File: src/hdl/hvd_pkg.sv
// ----------------------------------------------------------------------------
// hvd_pkg
// shared types, constants and elaboration-time tables for the haversine
// distance pipeline: word type, cordic mode, arctangent table, scale factors
// ----------------------------------------------------------------------------
package hvd_pkg;

	localparam int WORD_W   = 64;
	localparam int STEPS    = 60;
	localparam int CONV_LAT = 5;

	typedef logic signed [WORD_W-1:0] word_t;

	typedef enum logic {
		CORDIC_ROTATE,
		CORDIC_VECTOR
	} cordic_mode_t;

	typedef enum logic [1:0] {
		SER_DIV25,
		SER_DIV57121,
		SER_SHIFT
	} ser_kind_t;

	// angle units of 1e-7 degree
	localparam logic signed [31:0] QUARTER_TURN     = 32'sd900000000;
	localparam logic signed [31:0] NEG_QUARTER_TURN = -32'sd900000000;
	localparam logic signed [31:0] HALF_TURN        = 32'sd1800000000;
	localparam logic signed [33:0] HALF_TURN_W      = 34'sd1800000000;
	localparam logic signed [33:0] NEG_HALF_TURN_W  = -34'sd1800000000;
	localparam logic signed [33:0] FULL_TURN_W      = 34'sd3600000000;

	localparam word_t            UNIT_Q56        = 64'sh0100_0000_0000_0000;
	localparam logic [33:0]      TWICE_RADIUS_MM = 34'd12742000000;

	// truncating arctangent series in q62, evaluated at elaboration only
	function automatic logic [63:0] atan_series(input logic [63:0] p_in,
		input ser_kind_t kind, input int unsigned sh);
		logic [63:0] sum;
		logic [63:0] p;
		logic [63:0] t;
		logic        done;
		sum  = '0;
		p    = p_in;
		done = 1'b0;
		for (int unsigned k = 0; k < 64; k++) begin
			if (!done && p != 64'd0) begin
				t   = p / 64'(2 * k + 1);
				sum = k[0] ? sum - t : sum + t;
				unique case (kind)
					SER_DIV25:    p = p / 64'd25;
					SER_DIV57121: p = p / 64'd57121;
					default: begin
						if (sh >= 64) begin
							done = 1'b1;
						end else begin
							p = p >> sh;
						end
					end
				endcase
			end
		end
		return sum;
	endfunction

	function automatic logic [63:0] quarter_pi_q62();
		return 64'd4 * atan_series(64'h4000_0000_0000_0000 / 64'd5, SER_DIV25, 0)
			- atan_series(64'h4000_0000_0000_0000 / 64'd239, SER_DIV57121, 0);
	endfunction

	function automatic word_t atan_entry(input int unsigned i);
		logic [63:0] v;
		if (i == 0) begin
			v = quarter_pi_q62();
		end else begin
			v = atan_series(64'd1 << (62 - i), SER_SHIFT, 2 * i);
		end
		return word_t'((v + 64'd2) >> 2);
	endfunction

	function automatic logic [63:0] rad_per_unit_q92();
		logic [63:0] pi62;
		logic [63:0] q1;
		logic [63:0] r;
		pi62 = quarter_pi_q62() << 2;
		q1   = pi62 / 64'd1800000000;
		r    = pi62 % 64'd1800000000;
		return (q1 << 30) + ((r << 30) / 64'd1800000000);
	endfunction

	localparam logic [63:0] RAD_PER_UNIT_Q92 = rad_per_unit_q92();
	localparam logic [31:0] RPU_LO           = RAD_PER_UNIT_Q92[31:0];
	localparam logic [30:0] RPU_HI           = RAD_PER_UNIT_Q92[62:32];

endpackage

File: src/hdl/hvd_angle_conv.sv
// ----------------------------------------------------------------------------
// hvd_angle_conv
// folds an angle in 1e-7 degree into [-90,90] and converts it to q60 radians
// ----------------------------------------------------------------------------
module hvd_angle_conv (
	input  logic               clk,
	input  logic               en,
	input  logic signed [31:0] u,
	output hvd_pkg::word_t     z,
	output logic               flip
);
	import hvd_pkg::*;

	logic signed [31:0] u_s1;
	logic               flip_s1;
	logic [29:0]        mag_s2;
	logic               neg_s2, flip_s2;
	logic [61:0]        plo_s3;
	logic [60:0]        phi_s3;
	logic               neg_s3, flip_s3;
	logic [61:0]        zmag_s4;
	logic               neg_s4, flip_s4;
	word_t              z_s5;
	logic               flip_s5;
	logic signed [31:0] neg_u;
	word_t              zw;

	assign neg_u = -u_s1;
	assign zw    = word_t'({2'b00, zmag_s4});

	always_ff @(posedge clk) begin
		if (en) begin
			// half-turn fold, the rotated vector is negated afterwards
			if (u > QUARTER_TURN) begin
				u_s1    <= u - HALF_TURN;
				flip_s1 <= 1'b1;
			end else if (u < NEG_QUARTER_TURN) begin
				u_s1    <= u + HALF_TURN;
				flip_s1 <= 1'b1;
			end else begin
				u_s1    <= u;
				flip_s1 <= 1'b0;
			end

			neg_s2  <= u_s1[31];
			mag_s2  <= u_s1[31] ? neg_u[29:0] : u_s1[29:0];
			flip_s2 <= flip_s1;

			plo_s3  <= 62'(mag_s2) * 62'(RPU_LO);
			phi_s3  <= 61'(mag_s2) * 61'(RPU_HI);
			neg_s3  <= neg_s2;
			flip_s3 <= flip_s2;

			// product shifted down 32 bits, rounded half up
			zmag_s4 <= 62'(phi_s3) + 62'(plo_s3[61:32]) + 62'(plo_s3[31]);
			neg_s4  <= neg_s3;
			flip_s4 <= flip_s3;

			z_s5    <= neg_s4 ? -zw : zw;
			flip_s5 <= flip_s4;
		end
	end

	assign z    = z_s5;
	assign flip = flip_s5;

endmodule
File: config.mk
export PLATFORM = sky130hd
export DESIGN_NAME = hvd_angle_conv
export DESIGN_NICKNAME = d
export VERILOG_FILES = /design/src/hdl/hvd_pkg.sv /design/src/hdl/hvd_angle_conv.sv
export SDC_FILE = /design/constraint.sdc
export NUM_CORES = 2
export LEC_CHECK = 0
export BUFFER_PORTS_ARGS = -buffer_cell sky130_fd_sc_hd__clkbuf_2
export CAP_MARGIN = 20
export CORE_MARGIN = 2
export CORE_UTILIZATION = 35
export DETAILED_ROUTE_END_ITERATION = 8
export PLACE_DENSITY = 0.61
export SLEW_MARGIN = 20
export SYNTH_ARGS = -nofsm -noshare
export SYNTH_HDL_FRONTEND = slang
export SYNTH_SLANG_ARGS = --single-unit
File: constraint.sdc
create_clock -name clk -period 8.12 [get_ports clk]
set_input_delay 1.624 -clock clk [delete_from_list [all_inputs] [get_ports clk]]
set_output_delay 1.624 -clock clk [all_outputs]
set_load 0.02 [all_outputs]
==> reports/qor.txt <==
Number of setup violations in the final report: 0
CP Capture Type: register
Max stage delay on crit path: 0.82 ns
Util after Layout: 39.1%
Peak Freq: 128 MHz
Dpl hpwl: 110000 microns
Final slew viol count: 0
Synth top area cells: fa_1 30%, ha_1 22%, edfxtp_1 20%
Congestion Overflow GR: 0
Average size of a mapped cell: 10.6 sq um
Avg WL per Cell: 21.1 microns
Area leader, netlist: fa_1
Main flop type after synthesis: edfxtp_1
Worst setup margin: 0.316 ns
# rows: 128
Chip height: 355 microns
Syn nets: 5463
HP Class: register to register
DR vias/cell: 4.83
Chip width: 355 microns
CTS tree: built
CP Data Required Time: 8.46 ns
EDFF count, synth: 285
Hold_ws: 0.419 ns
DRC viols: 0
Max clock buf depth: 3
I/O Buffers: 98
WL final: 124000 microns
Initial DRC Count: 1927
DRT Pass-1 Iters: 5
Starting Density: 35.3%
Max-slew headroom: 25.5%
Most frequent cells in the layout: 1056 x inv_1, 747 x ha_1, 633 x fa_1
Seq/Total Area, Yosys: 19.9%
Yosys warnings: 0
Post-route antenna net violation count: 0
Root buf cell: clkbuf_16
Max Cap Viol: 0
Worst-margin pin slew: 1.11 ns
Initial antenna violation count: 4
Number of global-route vias before repair: 29746
Final Hold Fails: 0
Fillers: 12034
Yosys cell types: 66
Tcrit/Tclk final: 96.1%
Most common cell after layout, fill and taps aside: inv_1
Largest net degree at the start of global routing: 92
H-tree depth: 2
Clk_skew: 0.0607 ns
CP max-delay cell: fa_1
RSZ-0062 raised after global routing: yes
RePlAce Congestion: 1.02
Startpoint types: register
Period minus WS final: 7.80 ns
Gr usage total: 20.0%
Nets: 5667
Pre-CTS setup slack: 0.0288 ns
Die ar.: 126000 sq um
Total number of vias: 28506
Top cell by count, worst path: fa_1
Crit path arrival time: 8.15 ns
Post-synthesis async set-or-reset flop share: 0%
Seq cells post-synth: 285
CTS buffer count: 36
Core area: 122000 sq um
I/O Pins: 99
Crit path kind: register to register
First-pass GRT wire length: 186000 microns
# diodes: 0
Clock network latency to the later pin of the worst-skew pair: 0.61 ns
Post-Syn Area: 43000 sq um
Yosys top cell area share: 29.7%
Clock slew seen by the registers of the worst setup and hold paths: 0.07 ns
CP Max Fanout: 8
Synthesis-to-layout area growth: 11.0%
Clock sinks: 285
Crit path cell chain: buf_4, fa_1, fa_1, fa_1, inv_1, fa_1, inv_1, fa_1, fa_1, fa_1, ha_1, ha_1, a21o_1, a31oi_1, nand2_1, o31a_1, o21bai_1, o21bai_1, a21o_1, a21oi_1, xnor2_1
Status: completed
Share of cells above drive strength 1: 7.72%
Syn Inst Count: 4042
-- flip-flops by register name, summed over array words and instances (netlist names) --
register / count
zmag_s4: 62
mag_s2: 30
flip_s1: 1
flip_s3: 1
flip_s4: 1
phi_s3: 61
z: 64
neg_s3: 1
plo_s3: 29
neg_s4: 1
flip_s2: 1
flip: 1
u_s1: 31
neg_s2: 1
-- metal layers --
metal / routed length (microns) / track usage, % / vias to the layer above
met2: 55600 / 31.2 / 745
met1: 55000 / 27.0 / 14011
met4: 4790 / 7.07 / 6
li1: - / - / 13566
met5: 44 / 0 / -
met3: 8970 / 4.97 / 178
-- what timing repair did --
item                                   4_1_cts  5_1_grt
setup endpoints to repair                    0       13
setup buffers                                0       15
hold buffers                                 0        0
resized for setup                            0       18
endpoints found under the hold margin        0        0
-- final cells by class --
type	count	area, sq um	area share, %
inverter	1058	3980	8.34
tap	1625	2030	4.26
sequential	285	8560	17.9
clock buffer	39	912	1.91
multi-input combinational	2627	30200	63.4
clock inverter	26	429	0.899
timing repair buffer	238	1560	3.28
-- Yosys cell counts, drive strengths merged, types with 71 or more instances --
master	count
fa	639
clkbuf	71
ha	748
nor2	85
o21ai	110
a21o	90
inv	1058
nand2	129
a21oi	135
xnor2	180
edfxtp	285
xor2	79
-- final timing paths --
kind | startpoint | to | slack [ns] | cells after the start
max | mag_s2[17]$_DFFE_PP_ | plo_s3[57]$_DFFE_PP_ | 0.32 | 21
min reg2reg | flip_s4$_DFFE_PP_ | flip$_DFFE_PP_ | 0.42 | 0
max reg2reg | mag_s2[17]$_DFFE_PP_ | plo_s3[57]$_DFFE_PP_ | 0.32 | 21
min | flip_s4$_DFFE_PP_ | flip$_DFFE_PP_ | 0.42 | 0
-- cells by family after synthesis --
group	share of synthesized area, %
adders and majority gates	51.5
buffers and inverters	9.88
AOI/OAI and AO/OA	7.98
and+or+nand+nor	5.43
DFF	19.9
xor gates and xnor gates	5.28
muxes	0.0233
-- worst max-delay path: cells and delay by family (launching register included) --
kind	cells	cell delay, ns
adders and majority gates	9	4.70
AOI/OAI and AO/OA	7	1.79
DFF	1	0.52
buffers and inverters	3	0.37
and+or+nand+nor	1	0.09
xor gates and xnor gates	1	0.09
-- per-stage QoR --
stage	instance area [sq um]	setup TNS [ns]	instances
floorplan	43000	0	4042
global placement	46200	0	5818
detailed placement	46200	0	5818
CTS	47500	0	5883
global route	47700	-0.00284	5898
finish	47700	0	5898
Power is left out: the tool's default activity adds up to more than one toggle a clock period on the data nets, which glitch-free logic cannot reach.
